--- config.mk ---
export PLATFORM = sky130hd
export DESIGN_NAME = lmps_ctrl
export DESIGN_NICKNAME = d
export VERILOG_FILES = /design/src/hdl/lmps_pkg.sv /design/src/hdl/lmps_ctrl.sv
export SDC_FILE = /design/constraint.sdc
export NUM_CORES = 1
export LEC_CHECK = 0
export BUFFER_PORTS_ARGS = -buffer_cell sky130_fd_sc_hd__clkbuf_2
export CAP_MARGIN = 15
export CORE_AREA = 2 2 39 41
export CTS_CLUSTER_SIZE = 28
export DETAILED_ROUTE_END_ITERATION = 10
export DIE_AREA = 0 0 41 43
export HOLD_SLACK_MARGIN = 0.1
export PLACE_DENSITY = 0.5
export SLEW_MARGIN = 5
export SYNTH_ARGS = -nofsm -noshare
export SYNTH_HDL_FRONTEND = slang
export SYNTH_SLANG_ARGS = --single-unit
--- constraint.sdc ---
create_clock -name clk_i -period 1.42 [get_ports clk_i]
set_clock_uncertainty 0.2 [all_clocks]
set_input_delay 0.142 -clock clk_i [delete_from_list [all_inputs] [get_ports clk_i]]
set_output_delay 0.142 -clock clk_i [all_outputs]
set_load 0.01 [all_outputs]
--- src/hdl/lmps_pkg.sv ---
package lmps_pkg;

  localparam int unsigned DefRows    = 5;
  localparam int unsigned DefColumns = 14;
  localparam int unsigned RowOutW    = 15;
  localparam int unsigned ColOutW    = 14;

  localparam logic [7:0]  PwmLimitRst = 8'd80;
  localparam logic [15:0] ColorMax    = 16'd255;

  // Layer codes
  localparam logic [1:0] LayerBase   = 2'd0;
  localparam logic [1:0] LayerMask   = 2'd1;
  localparam logic [1:0] LayerSticky = 2'd2;

  // Command codes
  localparam logic CmdTick  = 1'b0;
  localparam logic CmdWrite = 1'b1;

  // Register indexes
  localparam logic [2:0] RegPwmLimit  = 3'd0;
  localparam logic [2:0] RegBacklight = 3'd1;
  localparam logic [2:0] RegCorr      = 3'd2;
  localparam logic [2:0] RegTemp      = 3'd3;
  localparam logic [2:0] RegAnimPer   = 3'd4;

  typedef struct packed {
    logic       command;
    logic [1:0] layer;
    logic [6:0] key_index;
    logic [7:0] red;
    logic [7:0] green;
    logic [7:0] blue;
    logic [7:0] alpha;
  } in_item_t;

  typedef struct packed {
    logic [14:0] row_lines;
    logic [13:0] column_lines;
    logic        animation_request;
  } out_item_t;

  // Controller -> datapath commands
  typedef struct packed {
    logic tick;        // advance count, decide dim or load
    logic dim;         // run dimmer on current count
    logic load_start;  // start column load: drop column, advance
    logic load_row;    // load one key row from stores
    logic load_end;    // set column drive if any lit
    logic capture;     // capture result into output register
  } lmps_cmd_t;

  // Datapath -> controller status
  typedef struct packed {
    logic advance;     // count was at or above limit
    logic last_row;    // row counter at final row
  } lmps_sts_t;

endpackage

--- src/hdl/lmps_ctrl.sv ---
module lmps_ctrl
  import lmps_pkg::*;
(
  input  logic      clk_i,
  input  logic      rst_ni,
  input  logic      in_valid_i,
  output logic      in_ready_o,
  input  logic      command_i,
  output logic      wr_en_o,
  output logic      out_valid_o,
  input  logic      out_ready_i,
  input  lmps_sts_t sts_i,
  output lmps_cmd_t cmd_o
);

  typedef enum logic [2:0] {
    StIdle, StDecide, StLoadRow, StLoadTail, StLoadEnd, StCapture
  } state_e;

  state_e state_q;
  logic   out_valid_q;
  logic   acc;
  logic   adv_q;

  assign in_ready_o  = (state_q == StIdle) && !out_valid_q;
  assign acc         = in_valid_i && in_ready_o;
  assign wr_en_o     = acc && (command_i == CmdWrite);
  assign out_valid_o = out_valid_q;

  always_comb begin
    cmd_o            = '0;
    cmd_o.tick       = acc && (command_i == CmdTick);
    unique case (state_q)
      StDecide: begin
        if (adv_q) cmd_o.load_start = 1'b1;
        else       cmd_o.dim        = 1'b1;
      end
      StLoadRow: cmd_o.load_row = 1'b1;
      StLoadEnd: cmd_o.load_end = 1'b1;
      StCapture: cmd_o.capture  = 1'b1;
      default: ;
    endcase
  end

  // Sequence: tick -> decide -> (rows) -> capture; write -> capture
  always_ff @(posedge clk_i or negedge rst_ni) begin
    if (!rst_ni) begin
      state_q     <= StIdle;
      out_valid_q <= 1'b0;
      adv_q       <= 1'b0;
    end else begin
      if (out_valid_q && out_ready_i) out_valid_q <= 1'b0;
      unique case (state_q)
        StIdle: begin
          if (acc) begin
            state_q <= (command_i == CmdTick) ? StDecide : StCapture;
            adv_q   <= sts_i.advance;
          end
        end
        StDecide:   state_q <= adv_q ? StLoadRow : StCapture;
        StLoadRow:  if (sts_i.last_row) state_q <= StLoadTail;
        StLoadTail: state_q <= StLoadEnd;
        StLoadEnd:  state_q <= StCapture;
        StCapture: begin
          state_q     <= StIdle;
          out_valid_q <= 1'b1;
        end
        default: state_q <= StIdle;
      endcase
    end
  end

endmodule

==> impl_metrics.json <==
{
  "fin_crit_ns": 1.560,
  "endpoint": "wr_en_o",
  "placed_area_um2": 426.7,
  "antenna_found_initial": 0,
  "clockBufferDepth": 2,
  "port-buffer-count": 15,
  "syn_avg_cell_area_um2": 10.20,
  "reg2reg_to": "adv_q$_DFFE_PN0P_",
  "rsz0062_at_grt": "true",
  "setup_viol": 9,
  "die_h_um": 43,
  "grt_pass1_wl_um": 1497,
  "drc": 0,
  "cp_num_cells": 3,
  "relSlewSlack_pct": 82.74,
  "synth-compound-area-share_pct": 10.78,
  "numCtsBuffers": 3,
  "synth_cells": 33,
  "gr-total-overflow": 0,
  "critPathCaptureType": "output pin",
  "drt_iter0_markers": 5,
  "cp_max_fo": 5,
  "max-cap-violations": 0,
  "synth_cell_types": 23,
  "htree_levels": 1,
  "power_density_nw_per_um2": 2047,
  "slowest_stage": "dfrtp_2",
  "synth_xor_area_share_pct": 0,
  "vdd_ir_drop_max_v": 0.0008145,
  "die_area_um2": 1763,
  "power_leakage_nw": 0.2756,
  "worstReg2RegStart": "state_q[0]$_DFFE_PN0P_",
  "pre_cts_ws_ns": 0.04734,
  "status": "finished, violations left",
  "grtUsageTotal_pct": 13.41,
  "hp-class": "primary input to flip-flop",
  "violations": "setup timing",
  "final_common_cell": "clkbuf_2",
  "netlist_area_um2": 336.6,
  "fmax_mhz": 641.0,
  "die_w_um": 41,
  "setup-tns-final_ns": -0.8933,
  "clk_latency_ns": 0.25,
  "yosys.area_share.simple_pct": 37.17,
  "io_pins": 16,
  "gp_congestion": 0.7247,
  "synthAdderAreaFrac_pct": 0,
  "grt_max_degree": 9,
  "crit_chain": "nor3_4 > and3_2 > clkbuf_2",
  "mostFrequentLayoutCells": "clkbuf_2, buf_4, dlygate4sd3_1, buf_2",
  "setup_ws_ns": -0.1401,
  "yosysSeqAreaShare_pct": 37.17,
  "critPathBufInv": 1,
  "start_kind": "flip-flop",
  "holdWs_ns": 0.1911,
  "wire_per_inst_um": 12.10,
  "cp_slowest_stage_delay_ns": 0.45,
  "arrival_ns": 1.22,
  "synth_nets": 40,
  "dpl.hpwl_um": 625,
  "dr.pass1.iters": 4,
  "postRouteAntennaNets": 0,
  "r2r_slack_ns": -0.05,
  "stdcell_count": 78,
  "crit_family": "flip-flops",
  "core_area_um2": 1384,
  "required_ns": 1.08,
  "diodes": 0,
  "maxSlewViolCount": 0,
  "clk_pin_slew_ns": 0.05,
  "final_net_count": 70,
  "crit_start": "state_q[0]$_DFFE_PN0P_",
  "p_total_mw": 1.158,
  "ys_ff_latch": 5,
  "syn_to_final_growth_pct": 68.03,
  "worstRegToRegCells": 4,
  "num_rows": 14,
  "tightest_slew_ns": 0.2581,
  "cts_tree": "done",
  "yosys_warnings": 0,
  "synth_top_family_by_area": "simple AND/OR/NAND/NOR gates",
  "initial_core_util_pct": 24.32,
  "synth.area.mux_share_pct": 4.461,
  "final_layout_size_suffix_gt1_share_pct": 66.13,
  "grt_pass1_vias": 337,
  "postLayoutCellArea_um2": 565.5,
  "cts-root-buf": "clkbuf_4",
  "vias": 352,
  "cts_sinks": 5,
  "hold_viol_final": 0,
  "fin_util_pct": 40.87,
  "critPathKind": "flip-flop to output pin",
  "dp.cells": 64,
  "fin_crit_sh_pct": 109.9,
  "totalWireLength_um": 944,
  "via_per_inst": 4.513
}
[area by class of cell]
class                           count  area (um2)
Clock buffer                        4       26.28
Fill cell                         147       818.3
Inverter                            2       7.507
Multi-Input combinational cell     23       195.2
Sequential cell                     5       128.9
Tap cell                           16       20.02
Timing Repair Buffer               28       187.7
[synth_stat cells (all sizes together)]
library cell  count  area [um2]
a21oi             1       5.000
and2b             2       16.27
and3              1       7.510
buf               3       27.52
dfrtp             5       125.1
inv               2       7.510
mux2              1       15.01
nand2             2       10.01
nand2b            1       13.76
nand3b            1       7.510
nor2              3       11.26
nor3              3       26.28
nor3b             2       20.02
nor4              1       6.260
o21a              1       7.510
o22ai             1       6.260
o32ai             2       17.52
or2               1       6.260
[routing by layer]
| layer | up-vias | global-route usage (%) | share of wire (%) |
|---|---|---|---|
| li1 | 173 | - | - |
| met1 | 162 | 16.29 | 44 |
| met2 | 17 | 20.00 | 49 |
| met3 | 0 | 6.806 | 7.4 |
| met4 | 0 | 4.000 | 0 |
| met5 | - | 0 | 0 |
[power by group]
| part | switching (mW) | internal [mW] |
|---|---|---|
| sequential | 0.124 | 0.214 |
| clock | 0.0643 | 0.107 |
| combinational | 0.285 | 0.363 |
| total | 0.474 | 0.684 |
[what timing repair did]
action,CTS,global route
endpoints found under the setup margin,8,8
hold endpoints to repair,9,0
setup buffers,2,2
pin swaps,2,0
hold buffers,6,0
resized for setup,7,8
[worst min-delay path: stages]
cell	delay, ns
clkbuf_2	0.07
and2b_2	0.22
nor2_1	0.09
o32ai_1	0.08
[logic make-up (layout without fill, tap and decap cells)]
family	after synthesis	in the layout
AOI/OAI and AO/OA	5	5
buffers and inverters	5	34
DFF	5	5
muxes	1	1
and+or+nand+nor	17	17
[sequential cells by signal, summed over array words and instances, names as in the netlist]
name	flops
state_q	3
adv_q	1
out_valid_o	1
[how the worst min path moves through the flow]
stage / depth (start not counted) / to / startpoint
after floorplan: 0 / adv_q$_DFFE_PN0P_ / rst_ni
after global placement: 1 / state_q[1]$_DFFE_PN0P_ / rst_ni
after detailed placement: 1 / state_q[1]$_DFFE_PN0P_ / rst_ni
after CTS: 4 / state_q[0]$_DFFE_PN0P_ / in_valid_i
after global routing: 4 / state_q[0]$_DFFE_PN0P_ / in_valid_i
final: 4 / state_q[0]$_DFFE_PN0P_ / in_valid_i
No activity file was read; power rests on OpenSTA's default activity.
